==> src/sv/tfsc_pkg.sv <==
`timescale 1ns / 1ps
// ----------------------------------------------------------------------------
// Temperature to fan speed controller package
// Shared types, register indexes, reset values and divider sizing.
// ----------------------------------------------------------------------------
package tfsc_pkg;

    // Sequencer states.
    typedef enum logic [2:0] {
        S_IDLE,
        S_TDIV,
        S_RULE,
        S_MUL,
        S_RDIV,
        S_APPLY,
        S_DONE
    } tfsc_state_t;

    // Configuration register indexes.
    localparam logic [2:0] REG_SPEED_FLOOR    = 3'd0;
    localparam logic [2:0] REG_SPEED_CEILING  = 3'd1;
    localparam logic [2:0] REG_COOL_THRESHOLD = 3'd2;
    localparam logic [2:0] REG_RAMP_THRESHOLD = 3'd3;
    localparam logic [2:0] REG_HOT_THRESHOLD  = 3'd4;

    // Register values after reset.
    localparam logic [15:0] RST_SPEED_FLOOR    = 16'd2000;
    localparam logic [15:0] RST_SPEED_CEILING  = 16'd6200;
    localparam logic [6:0]  RST_COOL_THRESHOLD = 7'd63;
    localparam logic [6:0]  RST_RAMP_THRESHOLD = 7'd66;
    localparam logic [6:0]  RST_HOT_THRESHOLD  = 7'd86;

    // Divider sizing. The dividend register holds the ramp numerator, which
    // is at most T(127) * 65535 plus the divisor less one, in 30 bits.
    localparam int DVD_W       = 30;
    localparam int DEN_W       = 13;
    localparam int TEMP_NUM_W  = 19;
    localparam int TEMP_STEPS  = TEMP_NUM_W;
    localparam int RAMP_STEPS  = DVD_W;
    localparam int CNT_W       = 5;

    // Millidegree sum of two readings per degree of their average, and the rounding offset for a ceiling.
    localparam logic [DEN_W-1:0]      TEMP_DIVISOR = 13'd2000;
    localparam logic [TEMP_NUM_W-1:0] TEMP_ROUND   = 19'd1999;

    // Triangular number n(n+1)/2 for a 7-bit n; the result fits 13 bits.
    function automatic logic [DEN_W-1:0] tri_num(input logic [6:0] n);
        logic [13:0] n_ext;
        logic [13:0] prod;
        n_ext = {7'd0, n};
        prod  = n_ext * (n_ext + 14'd1);
        return prod[13:1];
    endfunction

endpackage

==> src/sv/temp_to_fan_speed_controller_core.sv <==
`timescale 1ns / 1ps
// ----------------------------------------------------------------------------
// Temperature to fan speed controller core
// Averages two sensor readings each poll tick and steps the fan speed
// command along triangular ramps between the cool and hot thresholds.
// ----------------------------------------------------------------------------
// Usage:
//   Input channel (in_valid, in_stall, sensor_a, sensor_b): one item per poll
//   tick, taken when in_valid is high and in_stall is low. in_stall stays
//   high while an item is being worked on.
//   Output channel (out_valid, out_stall, drive_speed, avg_temp): one item
//   per input item, held steady while out_stall is high.
//   Configuration channel (cfg_valid, cfg_ready, cfg_index, cfg_data): five
//   registers, always ready; write only while the block is idle.
// Division: one restoring divider, one quotient bit per cycle, does all the
//   division. The average takes 19 steps; a tick on a ramp adds a multiply
//   and a 30-step division. A new item is taken in the cycle after the
//   previous result is handed to the output register.
// Reset: registers return to their defaults, the speed to the floor, and
//   the next item is treated as the first sample.
// Stall: a finished result waits in the sequencer until the output
//   register is free; no item is ever dropped.
// ----------------------------------------------------------------------------
module temp_to_fan_speed_controller_core
    import tfsc_pkg::*;
(
    input  logic        clk,
    input  logic        rst_n,
    // input items
    input  logic        in_valid,
    output logic        in_stall,
    input  logic [16:0] sensor_a,
    input  logic [16:0] sensor_b,
    // result items
    output logic        out_valid,
    input  logic        out_stall,
    output logic [15:0] drive_speed,
    output logic [7:0]  avg_temp,
    // configuration writes
    input  logic        cfg_valid,
    output logic        cfg_ready,
    input  logic [2:0]  cfg_index,
    input  logic [15:0] cfg_data
);

    // Control and state registers.
    tfsc_state_t       state_reg, state_next;
    logic [CNT_W-1:0]  cnt_reg, cnt_next;
    logic              primed_reg, primed_next;
    logic [7:0]        prev_temp_reg, prev_temp_next;
    logic [15:0]       cur_speed_reg, cur_speed_next;
    logic              out_valid_reg, out_valid_next;

    // Configuration registers.
    logic [15:0]       floor_reg, ceiling_reg;
    logic [6:0]        cool_reg, ramp_reg, hot_reg;

    // Datapath registers.
    logic [DVD_W-1:0]  dvd_reg, dvd_next;
    logic [DEN_W-1:0]  rem_reg, rem_next;
    logic [DEN_W-1:0]  den_reg, den_next;
    logic [DEN_W-1:0]  steps_reg, steps_next;
    logic              dir_up_reg, dir_up_next;
    logic [7:0]        temp_reg, temp_next;
    logic [15:0]       drive_speed_reg, drive_speed_next;
    logic [7:0]        avg_temp_reg, avg_temp_next;

    // Shared divider step and helpers.
    logic [DEN_W:0]    rem_sh;
    logic              rem_ge;
    logic [DEN_W:0]    rem_diff;
    logic [15:0]       range_w;
    logic [7:0]        t_w;
    logic [7:0]        hot_ext, cool_ext, ramp_ext;
    logic [18:0]       sum_w;
    logic [28:0]       prod_w;
    logic [16:0]       quo_w;
    logic [16:0]       up_cand;
    logic [15:0]       speed_tmp;
    logic              rising, falling;
    logic              accept_in, out_free;

    assign accept_in = in_valid && !in_stall;
    assign out_free  = !out_valid_reg || !out_stall;
    assign in_stall  = (state_reg != S_IDLE);
    assign cfg_ready = 1'b1;

    assign out_valid   = out_valid_reg;
    assign drive_speed = drive_speed_reg;
    assign avg_temp    = avg_temp_reg;

    // One restoring division step: shift in the next dividend bit and
    // subtract the divisor when it fits.
    assign rem_sh   = {rem_reg, dvd_reg[DVD_W-1]};
    assign rem_ge   = (rem_sh >= {1'b0, den_reg});
    assign rem_diff = rem_sh - {1'b0, den_reg};

    assign range_w  = (ceiling_reg >= floor_reg) ? (ceiling_reg - floor_reg) : 16'd0;
    assign hot_ext  = {1'b0, hot_reg};
    assign cool_ext = {1'b0, cool_reg};
    assign ramp_ext = {1'b0, ramp_reg};
    assign t_w      = dvd_reg[7:0];
    assign sum_w    = {2'b00, sensor_a} + {2'b00, sensor_b} + TEMP_ROUND;
    assign prod_w   = 29'(steps_reg) * 29'(range_w);
    assign quo_w    = dvd_reg[16:0];
    assign up_cand  = {1'b0, floor_reg} + quo_w;

    assign rising  = (t_w > prev_temp_reg) && (t_w > ramp_ext) && (t_w < hot_ext);
    assign falling = (t_w < prev_temp_reg) && (t_w > cool_ext) && (t_w < hot_ext);

    // Band rules applied ahead of the ramps; the cool rule wins.
    always_comb
    begin
        speed_tmp = cur_speed_reg;
        if (t_w >= hot_ext)
        begin
            speed_tmp = ceiling_reg;
        end
        if (t_w <= cool_ext)
        begin
            speed_tmp = floor_reg;
        end
    end

    // Sequencer: next state and datapath updates.
    always_comb
    begin
        state_next       = state_reg;
        cnt_next         = cnt_reg;
        primed_next      = primed_reg;
        prev_temp_next   = prev_temp_reg;
        cur_speed_next   = cur_speed_reg;
        out_valid_next   = out_valid_reg && out_stall;
        dvd_next         = dvd_reg;
        rem_next         = rem_reg;
        den_next         = den_reg;
        steps_next       = steps_reg;
        dir_up_next      = dir_up_reg;
        temp_next        = temp_reg;
        drive_speed_next = drive_speed_reg;
        avg_temp_next    = avg_temp_reg;

        case (state_reg)
            S_IDLE:
            begin
                if (accept_in)
                begin
                    dvd_next   = {sum_w, {(DVD_W - TEMP_NUM_W){1'b0}}};
                    rem_next   = '0;
                    den_next   = TEMP_DIVISOR;
                    cnt_next   = CNT_W'(TEMP_STEPS);
                    state_next = S_TDIV;
                end
            end

            S_TDIV, S_RDIV:
            begin
                rem_next = rem_ge ? rem_diff[DEN_W-1:0] : rem_sh[DEN_W-1:0];
                dvd_next = {dvd_reg[DVD_W-2:0], rem_ge};
                cnt_next = cnt_reg - CNT_W'(1);
                if (cnt_reg == CNT_W'(1))
                begin
                    state_next = (state_reg == S_TDIV) ? S_RULE : S_APPLY;
                end
            end

            S_RULE:
            begin
                temp_next      = t_w;
                prev_temp_next = t_w;
                if (!primed_reg)
                begin
                    primed_next    = 1'b1;
                    cur_speed_next = floor_reg;
                    state_next     = S_DONE;
                end
                else
                begin
                    cur_speed_next = speed_tmp;
                    dir_up_next    = rising;
                    if (rising)
                    begin
                        steps_next = tri_num(7'(t_w - ramp_ext));
                        den_next   = tri_num(7'(hot_ext - ramp_ext));
                        state_next = S_MUL;
                    end
                    else if (falling)
                    begin
                        steps_next = tri_num(7'(hot_ext - t_w));
                        den_next   = tri_num(7'(hot_ext - cool_ext));
                        state_next = S_MUL;
                    end
                    else
                    begin
                        state_next = S_DONE;
                    end
                end
            end

            S_MUL:
            begin
                // Numerator for a ceiling division by the ramp span.
                dvd_next   = 30'(prod_w) + 30'(den_reg) - 30'd1;
                rem_next   = '0;
                cnt_next   = CNT_W'(RAMP_STEPS);
                state_next = S_RDIV;
            end

            S_APPLY:
            begin
                if (dir_up_reg)
                begin
                    if (up_cand[16])
                    begin
                        if (cur_speed_reg != 16'hFFFF)
                        begin
                            cur_speed_next = 16'hFFFF;
                        end
                    end
                    else if (up_cand[15:0] > cur_speed_reg)
                    begin
                        cur_speed_next = up_cand[15:0];
                    end
                end
                else
                begin
                    if (quo_w > {1'b0, ceiling_reg})
                    begin
                        cur_speed_next = 16'd0;
                    end
                    else if ((ceiling_reg - quo_w[15:0]) < cur_speed_reg)
                    begin
                        cur_speed_next = ceiling_reg - quo_w[15:0];
                    end
                end
                state_next = S_DONE;
            end

            S_DONE:
            begin
                if (out_free)
                begin
                    drive_speed_next = cur_speed_reg;
                    avg_temp_next    = temp_reg;
                    out_valid_next   = 1'b1;
                    state_next       = S_IDLE;
                end
            end

            default:
            begin
                state_next = S_IDLE;
            end
        endcase
    end

    // Control, state and configuration registers.
    always_ff @(posedge clk or negedge rst_n)
    begin
        if (!rst_n)
        begin
            state_reg     <= S_IDLE;
            cnt_reg       <= '0;
            primed_reg    <= 1'b0;
            prev_temp_reg <= 8'd0;
            cur_speed_reg <= RST_SPEED_FLOOR;
            out_valid_reg <= 1'b0;
            floor_reg     <= RST_SPEED_FLOOR;
            ceiling_reg   <= RST_SPEED_CEILING;
            cool_reg      <= RST_COOL_THRESHOLD;
            ramp_reg      <= RST_RAMP_THRESHOLD;
            hot_reg       <= RST_HOT_THRESHOLD;
        end
        else
        begin
            state_reg     <= state_next;
            cnt_reg       <= cnt_next;
            primed_reg    <= primed_next;
            prev_temp_reg <= prev_temp_next;
            cur_speed_reg <= cur_speed_next;
            out_valid_reg <= out_valid_next;
            if (cfg_valid && cfg_ready)
            begin
                case (cfg_index)
                    REG_SPEED_FLOOR:    floor_reg   <= cfg_data;
                    REG_SPEED_CEILING:  ceiling_reg <= cfg_data;
                    REG_COOL_THRESHOLD: cool_reg    <= cfg_data[6:0];
                    REG_RAMP_THRESHOLD: ramp_reg    <= cfg_data[6:0];
                    REG_HOT_THRESHOLD:  hot_reg     <= cfg_data[6:0];
                    default:            ;
                endcase
            end
        end
    end

    // Datapath registers; their contents matter only under the sequencer.
    always_ff @(posedge clk)
    begin
        dvd_reg         <= dvd_next;
        rem_reg         <= rem_next;
        den_reg         <= den_next;
        steps_reg       <= steps_next;
        dir_up_reg      <= dir_up_next;
        temp_reg        <= temp_next;
        drive_speed_reg <= drive_speed_next;
        avg_temp_reg    <= avg_temp_next;
    end

    // An accepted item always starts the averaging division.
    a_accept_starts_div: assert property (@(posedge clk) disable iff (!rst_n)
        accept_in |=> (state_reg == S_TDIV) && (cnt_reg == CNT_W'(TEMP_STEPS)))
        else $error("accepted item did not start the temperature division");

    // The averaged temperature always fits in eight bits.
    a_temp_fits: assert property (@(posedge clk) disable iff (!rst_n)
        (state_reg == S_RULE) |-> (dvd_reg[DVD_W-1:8] == '0))
        else $error("averaged temperature exceeds eight bits");

    // A ramp division never runs with a zero divisor.
    a_den_nonzero: assert property (@(posedge clk) disable iff (!rst_n)
        (state_reg == S_RDIV) |-> (den_reg != '0))
        else $error("ramp division started with a zero divisor");

    // The step counter never runs out while dividing.
    a_cnt_live: assert property (@(posedge clk) disable iff (!rst_n)
        ((state_reg == S_TDIV) || (state_reg == S_RDIV)) |-> (cnt_reg != '0))
        else $error("divider step counter underflow");

    // A result is only loaded when the output register is free.
    a_no_overwrite: assert property (@(posedge clk) disable iff (!rst_n)
        (state_reg == S_DONE && out_valid_reg && out_stall) |=> (state_reg == S_DONE))
        else $error("result left the sequencer while the output was stalled");

endmodule

==> config.mk <==
export PLATFORM = sky130hd
export DESIGN_NAME = temp_to_fan_speed_controller_core
export DESIGN_NICKNAME = d
export VERILOG_FILES = /design/src/sv/tfsc_pkg.sv /design/src/sv/temp_to_fan_speed_controller_core.sv
export SDC_FILE = /design/constraint.sdc
export NUM_CORES = 2
export LEC_CHECK = 0
export BUFFER_PORTS_ARGS = -buffer_cell sky130_fd_sc_hd__buf_2
export CORE_MARGIN = 2
export CORE_UTILIZATION = 65
export DETAILED_ROUTE_END_ITERATION = 16
export PLACE_DENSITY = 0.8
export SETUP_SLACK_MARGIN = 0.5
export SYNTH_ARGS = -nofsm -noshare
export SYNTH_HDL_FRONTEND = slang
export SYNTH_SLANG_ARGS = --single-unit
==> constraint.sdc <==
create_clock -name clk -period 11.2 [get_ports clk]
set_clock_uncertainty 0.15 [all_clocks]
set_input_delay 2.24 -clock clk [delete_from_list [all_inputs] [get_ports clk]]
set_output_delay 2.24 -clock clk [all_outputs]
set_load 0.01 [all_outputs]
### Word level (Yosys, flattened, before mapping)

Index checks and enable logic that the tools add are counted.

* bits in latches: 0
* bits in read-only memories: 0
* RAM bits: 0
* memories kept: 0
* bits of input ports: 58
* logic and storage cells: 139
* bits in registers: 189
* output and inout port bits: 27

* $lt $le $gt $ge: 12
* reductions and logical operators: 30
* equal/unequal tests: 21
* multiply operators: 5
* bitwise logic cells: 0
* add/subtract/negate cells: 17
* shift operators: 0
* divide/modulo/power cells: 0
* muxes and demuxes: 35

Operators by type and width (count)
* two-way mux 16 bit: 10
* two-way mux 13 bit: 8
* case mux 30 bit (3 select lines): 1
* multiplier 7 x 8 -> 14 bit: 4
* case mux 13 bit (3 select lines): 1
* adder 7 x 1 -> 8 bit, second input constant: 4
* case mux 16 bit (2 select lines): 1
* subtractor 16 bit: 2
* adder 29 x 13 -> 30 bit: 1
* two-way mux 30 bit: 1
* subtractor 30 x 1 -> 30 bit, second input constant: 1
* multiplier 13 x 16 -> 29 bit: 1
* subtractor 7 bit: 4
* case mux 13 bit (2 select lines): 1
* two-way mux 3 bit: 7
* adder 18 x 11 -> 19 bit, second input constant: 1
* adder 17 x 17 -> 18 bit: 1
* case mux 3 bit (6 select lines): 1
* adder 16 x 17 -> 17 bit: 1
* > comparator 17 x 16 -> 1 bit: 1
* greater-or-equal comparator 16 bit: 1
* > comparator 16 bit: 1
* > comparator 8 x 7 -> 1 bit: 2
* less-than comparator 16 bit: 1
* 30 further kinds: 63

### Depth between registers and ports, before layout

* depth after elaboration: 7
* depth in mapped cells: 34
* gate-level depth less buffers: 32

### Worst setup path before layout

Ideal clock, no wire load.

* kind: reg2reg
* start: register floor_reg[7]
* end: register dvd_reg[26] (data pin)
* library setup time: 0.267 ns
* path buffers: 2
* clock period less this slack: 8.681 ns
* arrival time: 8.265 ns
* setup slack: 2.519 ns
* required time: 10.783 ns
* stages on the path, launching flop included: 32
* cells stage by stage: dfstp_2 inv_1 ha_1 a2111oi_4 a211oi_1 o41ai_2 o21ai_2 o41ai_4 buf_8 nor2_4 buf_6 and2_1 fa_1 inv_1 fa_1 inv_1 fa_1 fa_1 fa_1 inv_1 fa_1 inv_1 ha_1 a2111oi_0 o21ai_0 a311o_1 o221a_2 a41oi_1 nand2b_1 a21oi_1 xor2_1 o21ai_0

* longest elaborated chain between the ends: 6
* elaborated cells between the ends (all ways): 7
* classes of those cells: 3 x add/sub; 1 x mul; 1 x order compare; 2 x mux

RTL lines
* from (decl): RTL line temp_to_fan_speed_controller_core.sv:55 `logic [15:0] floor_reg, ceiling_reg;`
* from (signal assigned): RTL line temp_to_fan_speed_controller_core.sv:285 `REG_SPEED_FLOOR: floor_reg <= cfg_data;`
* subtractor 16 bit / greater-or-equal comparator 16 bit (equally long branches): RTL line temp_to_fan_speed_controller_core.sv:98 `assign range_w = (ceiling_reg >= floor_reg) ? (ceiling_reg - floor_reg) : 16'd0;`
* two-way mux 16 bit (*): RTL line temp_to_fan_speed_controller_core.sv:98
* multiplier 13 x 16 -> 29 bit (*): RTL line temp_to_fan_speed_controller_core.sv:104 `assign prod_w = 29'(steps_reg) * 29'(range_w);`
* adder 29 x 13 -> 30 bit (*): RTL line temp_to_fan_speed_controller_core.sv:203 `dvd_next = 30'(prod_w) + 30'(den_reg) - 30'd1;`
* subtractor 30 x 1 -> 30 bit (*): RTL line temp_to_fan_speed_controller_core.sv:203
* case mux 30 bit (3 select lines) (*): RTL line temp_to_fan_speed_controller_core.sv:143 `case (state_reg)`
* named net dvd_next[26]: RTL line temp_to_fan_speed_controller_core.sv:59 `logic [DVD_W-1:0] dvd_reg, dvd_next;`
* to (signal assigned): RTL line temp_to_fan_speed_controller_core.sv:299 `dvd_reg <= dvd_next;`
* to (decl): RTL line temp_to_fan_speed_controller_core.sv:59

Mark *: on every way through the listed nets, which the timed path passes. The rest lies on a longest branch.
A chain may end at the register's enable or synchronous reset.

### Worst setup path in the final report

Ends and elaborated chain as after synthesis.

==> summary.txt <==
Route
  • Total routed wirelength: 78,700 um
  • Via count: 23,816
  • Antenna-violating nets left: 0
  • Via/cell ratio: 6.08
  • DRC Markers: 0
  • DRT Pass-1 Iters: 6
  • Initial drt markers: 1,879
  • WL per Instance: 20.1 um

Timing
  • Period minus WS final: 9990 ps
  • Final period util: 89.2%
  • Rel. slew slack: 16.7%
  • Fin Setup TNS: 0 ps
  • Max-slew violations: 0
  • Final setup vio count: 0
  • Fmax achieved: 0.100 GHz
  • Hold Fails Final Rpt: 0
  • Unrepaired setup endpoints after global routing: no
  • Worst-Margin Slew: 1250 ps

Floorplan
  • Die span in x: 217 um
  • Starting density of the core: 66.1%
  • Chip height: 217 um
  • Core outline area: 44,500 um2
  • Die ar.: 47,000 um2
  • Row count: 77
  • Ports: 85

Global route
  • Grt ovf: 0
  • Total track usage: 34.3%
  • First-pass GRT wire length: 127,000 um
  • Largest net degree at the start of global routing: 73
  • Initial antenna violation count: 2
  • Vias in the first global route: 24,608

Critical path
  • CP Max Fanout: 13
  • Critical Path RT: 11,210 ps
  • WP depth: 30
  • R2R Path End: dvd_reg[26]$_DFFE_PP_
  • CP Class: reg2reg
  • Reg-to-reg startpoint: floor_reg[7]$_DFFE_PN1P_
  • Reg2reg path depth: 30
  • CP top delay family: compound AO/OA/AOI/OAI gates
  • CP Capture Type: register
  • Setup crit start kind: register
  • R2R setup slack: 1210 ps
  • Most frequent CP cell: fa_1
  • CP bufs+invs: 6
  • CP endpoint: dvd_reg[26]$_DFFE_PP_
  • Crit path launch: floor_reg[7]$_DFFE_PN1P_
  • Crit path largest cell delay: 850 ps
  • Crit path max-delay cell type: o41ai_4
  • WP data arrival: 10,000 ps

Logic synthesis
  • Netlist area before placement: 29,400 um2
  • Yosys top cell by area: fa_1
  • Post-synthesis cell type count: 84
  • Mean post-synth cell area: 8.99 um2
  • Seq/Total Area, Yosys: 17.9%
  • Synth warn: 0
  • Async SR Flop Fraction: 46.0%
  • Synthesized net count: 4,072
  • Gate Count Post-Synth: 3,275
  • Count of flip-flops with a built-in enable after synthesis: 102
  • Primary FF master, synth: edfxtp_1
  • Yosys reg bits: 189
  • Ranking of synthesized cells by area: fa_1 20%, ha_1 19%, edfxtp_1 10%
  • Top cell type's share of synthesized area: 20.1%

Final layout
  • Filler Cell Count: 3,485
  • Register area: 5280 um2
  • Fin nets: 4,108
  • Area of the multi-input gates: 21,700 um2
  • Share of cells above drive strength 1: 7.61%
  • Ant diodes: 0
  • Number of flip-flops in the largest register: 30
  • Synth-to-Final Area Change: 5.30%

Clock tree
  • Hold-fix buffers, CTS: 0
  • # resized after CTS: 0
  • Clk buf depth: 2
  • CTS tree: done
  • Clk root buf: clkbuf_16
  • CTS Sinks: 189
  • Number of H-tree levels: 4
  • CTS buffer count: 17
  • Worst-Skew Late Latency: 470 ps
  • Setup Buffers After CTS: 0
  • CTS clk-pin slew, worst paths: 80 ps

Run
  • Max-Cap Viols: 0

Placed design
  • RePlAce Congestion: 0.934
  • Final HPWL DP: 64,200 um
  • I/O Buffers: 83

Min path
  • Critical hold path startpoint: temp_reg[1]$_DFFE_PP_
  • Worst hold path class: reg2reg

Outcome
  • Status: completed
==> worst min-delay path by stage <==
stage / end / slack (ps) / cells past startpoint
finish: avg_temp[1]$_DFFE_PP_ / 280 / 0
global route: avg_temp[1]$_DFFE_PP_ / 280 / 0
CTS: avg_temp[1]$_DFFE_PP_ / 280 / 0
detailed placement: avg_temp[1]$_DFFE_PP_ / 260 / 0
global placement: avg_temp[4]$_DFFE_PP_ / 250 / 0
floorplan: avg_temp[0]$_DFFE_PP_ / 250 / 0
==> metrics by stage <==
step | cell area (um2) | std cells | setup WS, ps | utilization (%) | hold WS (ps)
after floorplan | 29400 | 3275 | 2520 | - | 250
after global placement | 30400 | 3884 | 1610 | 68.3 | 254
after detailed placement | 30400 | 3884 | 1300 | 68.3 | 258
after CTS | 31000 | 3916 | 1270 | 69.7 | 276
after global routing | 31000 | 3916 | 759 | 69.7 | 284
final | 31000 | 3916 | 1210 | 69.7 | 276
==> routing by layer <==
layer  routed length, um  vias up  part of all wire [%]  global-route usage (%)
met1               31400    11682                    40                    44.1
li1                    -    10981                     -                       -
met3                6280      176                   8.0                    5.63
met4                2600        4                   3.3                    11.7
met5                  19        -                 0.024                       0
met2               38300      973                    49                    59.1
==> Yosys cell counts, types with 15 or more instances <==
cell,n
o21a_1,19
a211oi_1,23
xnor2_1,89
nand2b_1,111
a21oi_1,134
dfstp_2,29
and2_1,112
mux2i_1,15
nand3_1,43
o21ai_0,173
xor2_1,59
ha_1,443
or2_2,38
inv_1,558
o21bai_1,18
fa_1,296
clkbuf_1,73
a22oi_1,19
a31oi_1,16
nand4_1,27
edfxtp_1,102
nand2_1,286
and3_1,22
nor2b_1,35
o22ai_1,18
nor3_1,45
a21o_1,54
o211ai_1,16
nor2_1,140
a221oi_1,15
dfrtp_1,58
==> kinds of logic (layout without fill, tap and decap cells) <==
family	Yosys count	in the layout	synth area share, %
and+or+nand+nor	927	927	16.1
adders and majority gates	739	739	39.0
buffers and inverters	652	701	8.64
AOI/OAI and AO/OA	590	590	12.9
DFF	189	189	17.9
xor gates and xnor gates	148	148	4.40
muxes	29	29	1.05
other	1	1	0.0127
==> final cells by class <==
type	instances	share of cell area (%)
clock inverters	13	0.408
multi-input cells	2434	69.9
repair buffers	110	2.00
inverters	559	6.77
clock buffers	19	1.47
well taps	592	2.39
flip-flops and latches	189	17.0
==> cells in the final DEF (no fill, tap or decap), types with 10 or more instances in the layout <==
master       n
mux2_2      14
a22oi_1     19
and2_1     112
nor3b_1     10
dfrtp_1     58
a31oi_1     16
inv_1      558
clkbuf_16   18
nand2_1    285
nor2_4      10
nor4_1      11
o211ai_1    16
xor2_1      59
edfxtp_1   102
o21a_1      19
o21bai_1    18
dfstp_2     29
mux2i_1     15
and3_1      22
xnor2_1     89
a211oi_1    23
nor2b_1     35
ha_1       443
fa_1       296
nand2b_1   111
a21oi_1    132
nor3_1      44
buf_4       28
nand4_1     27
nand3_1     43
o21ai_0    173
buf_2       82
nor2_1     140
o22ai_1     18
a21o_1      54
or2_2       38
a221oi_1    14
Power is not shown: default switching activity piles up to over one toggle a cycle in this logic, so the estimate is an artifact.
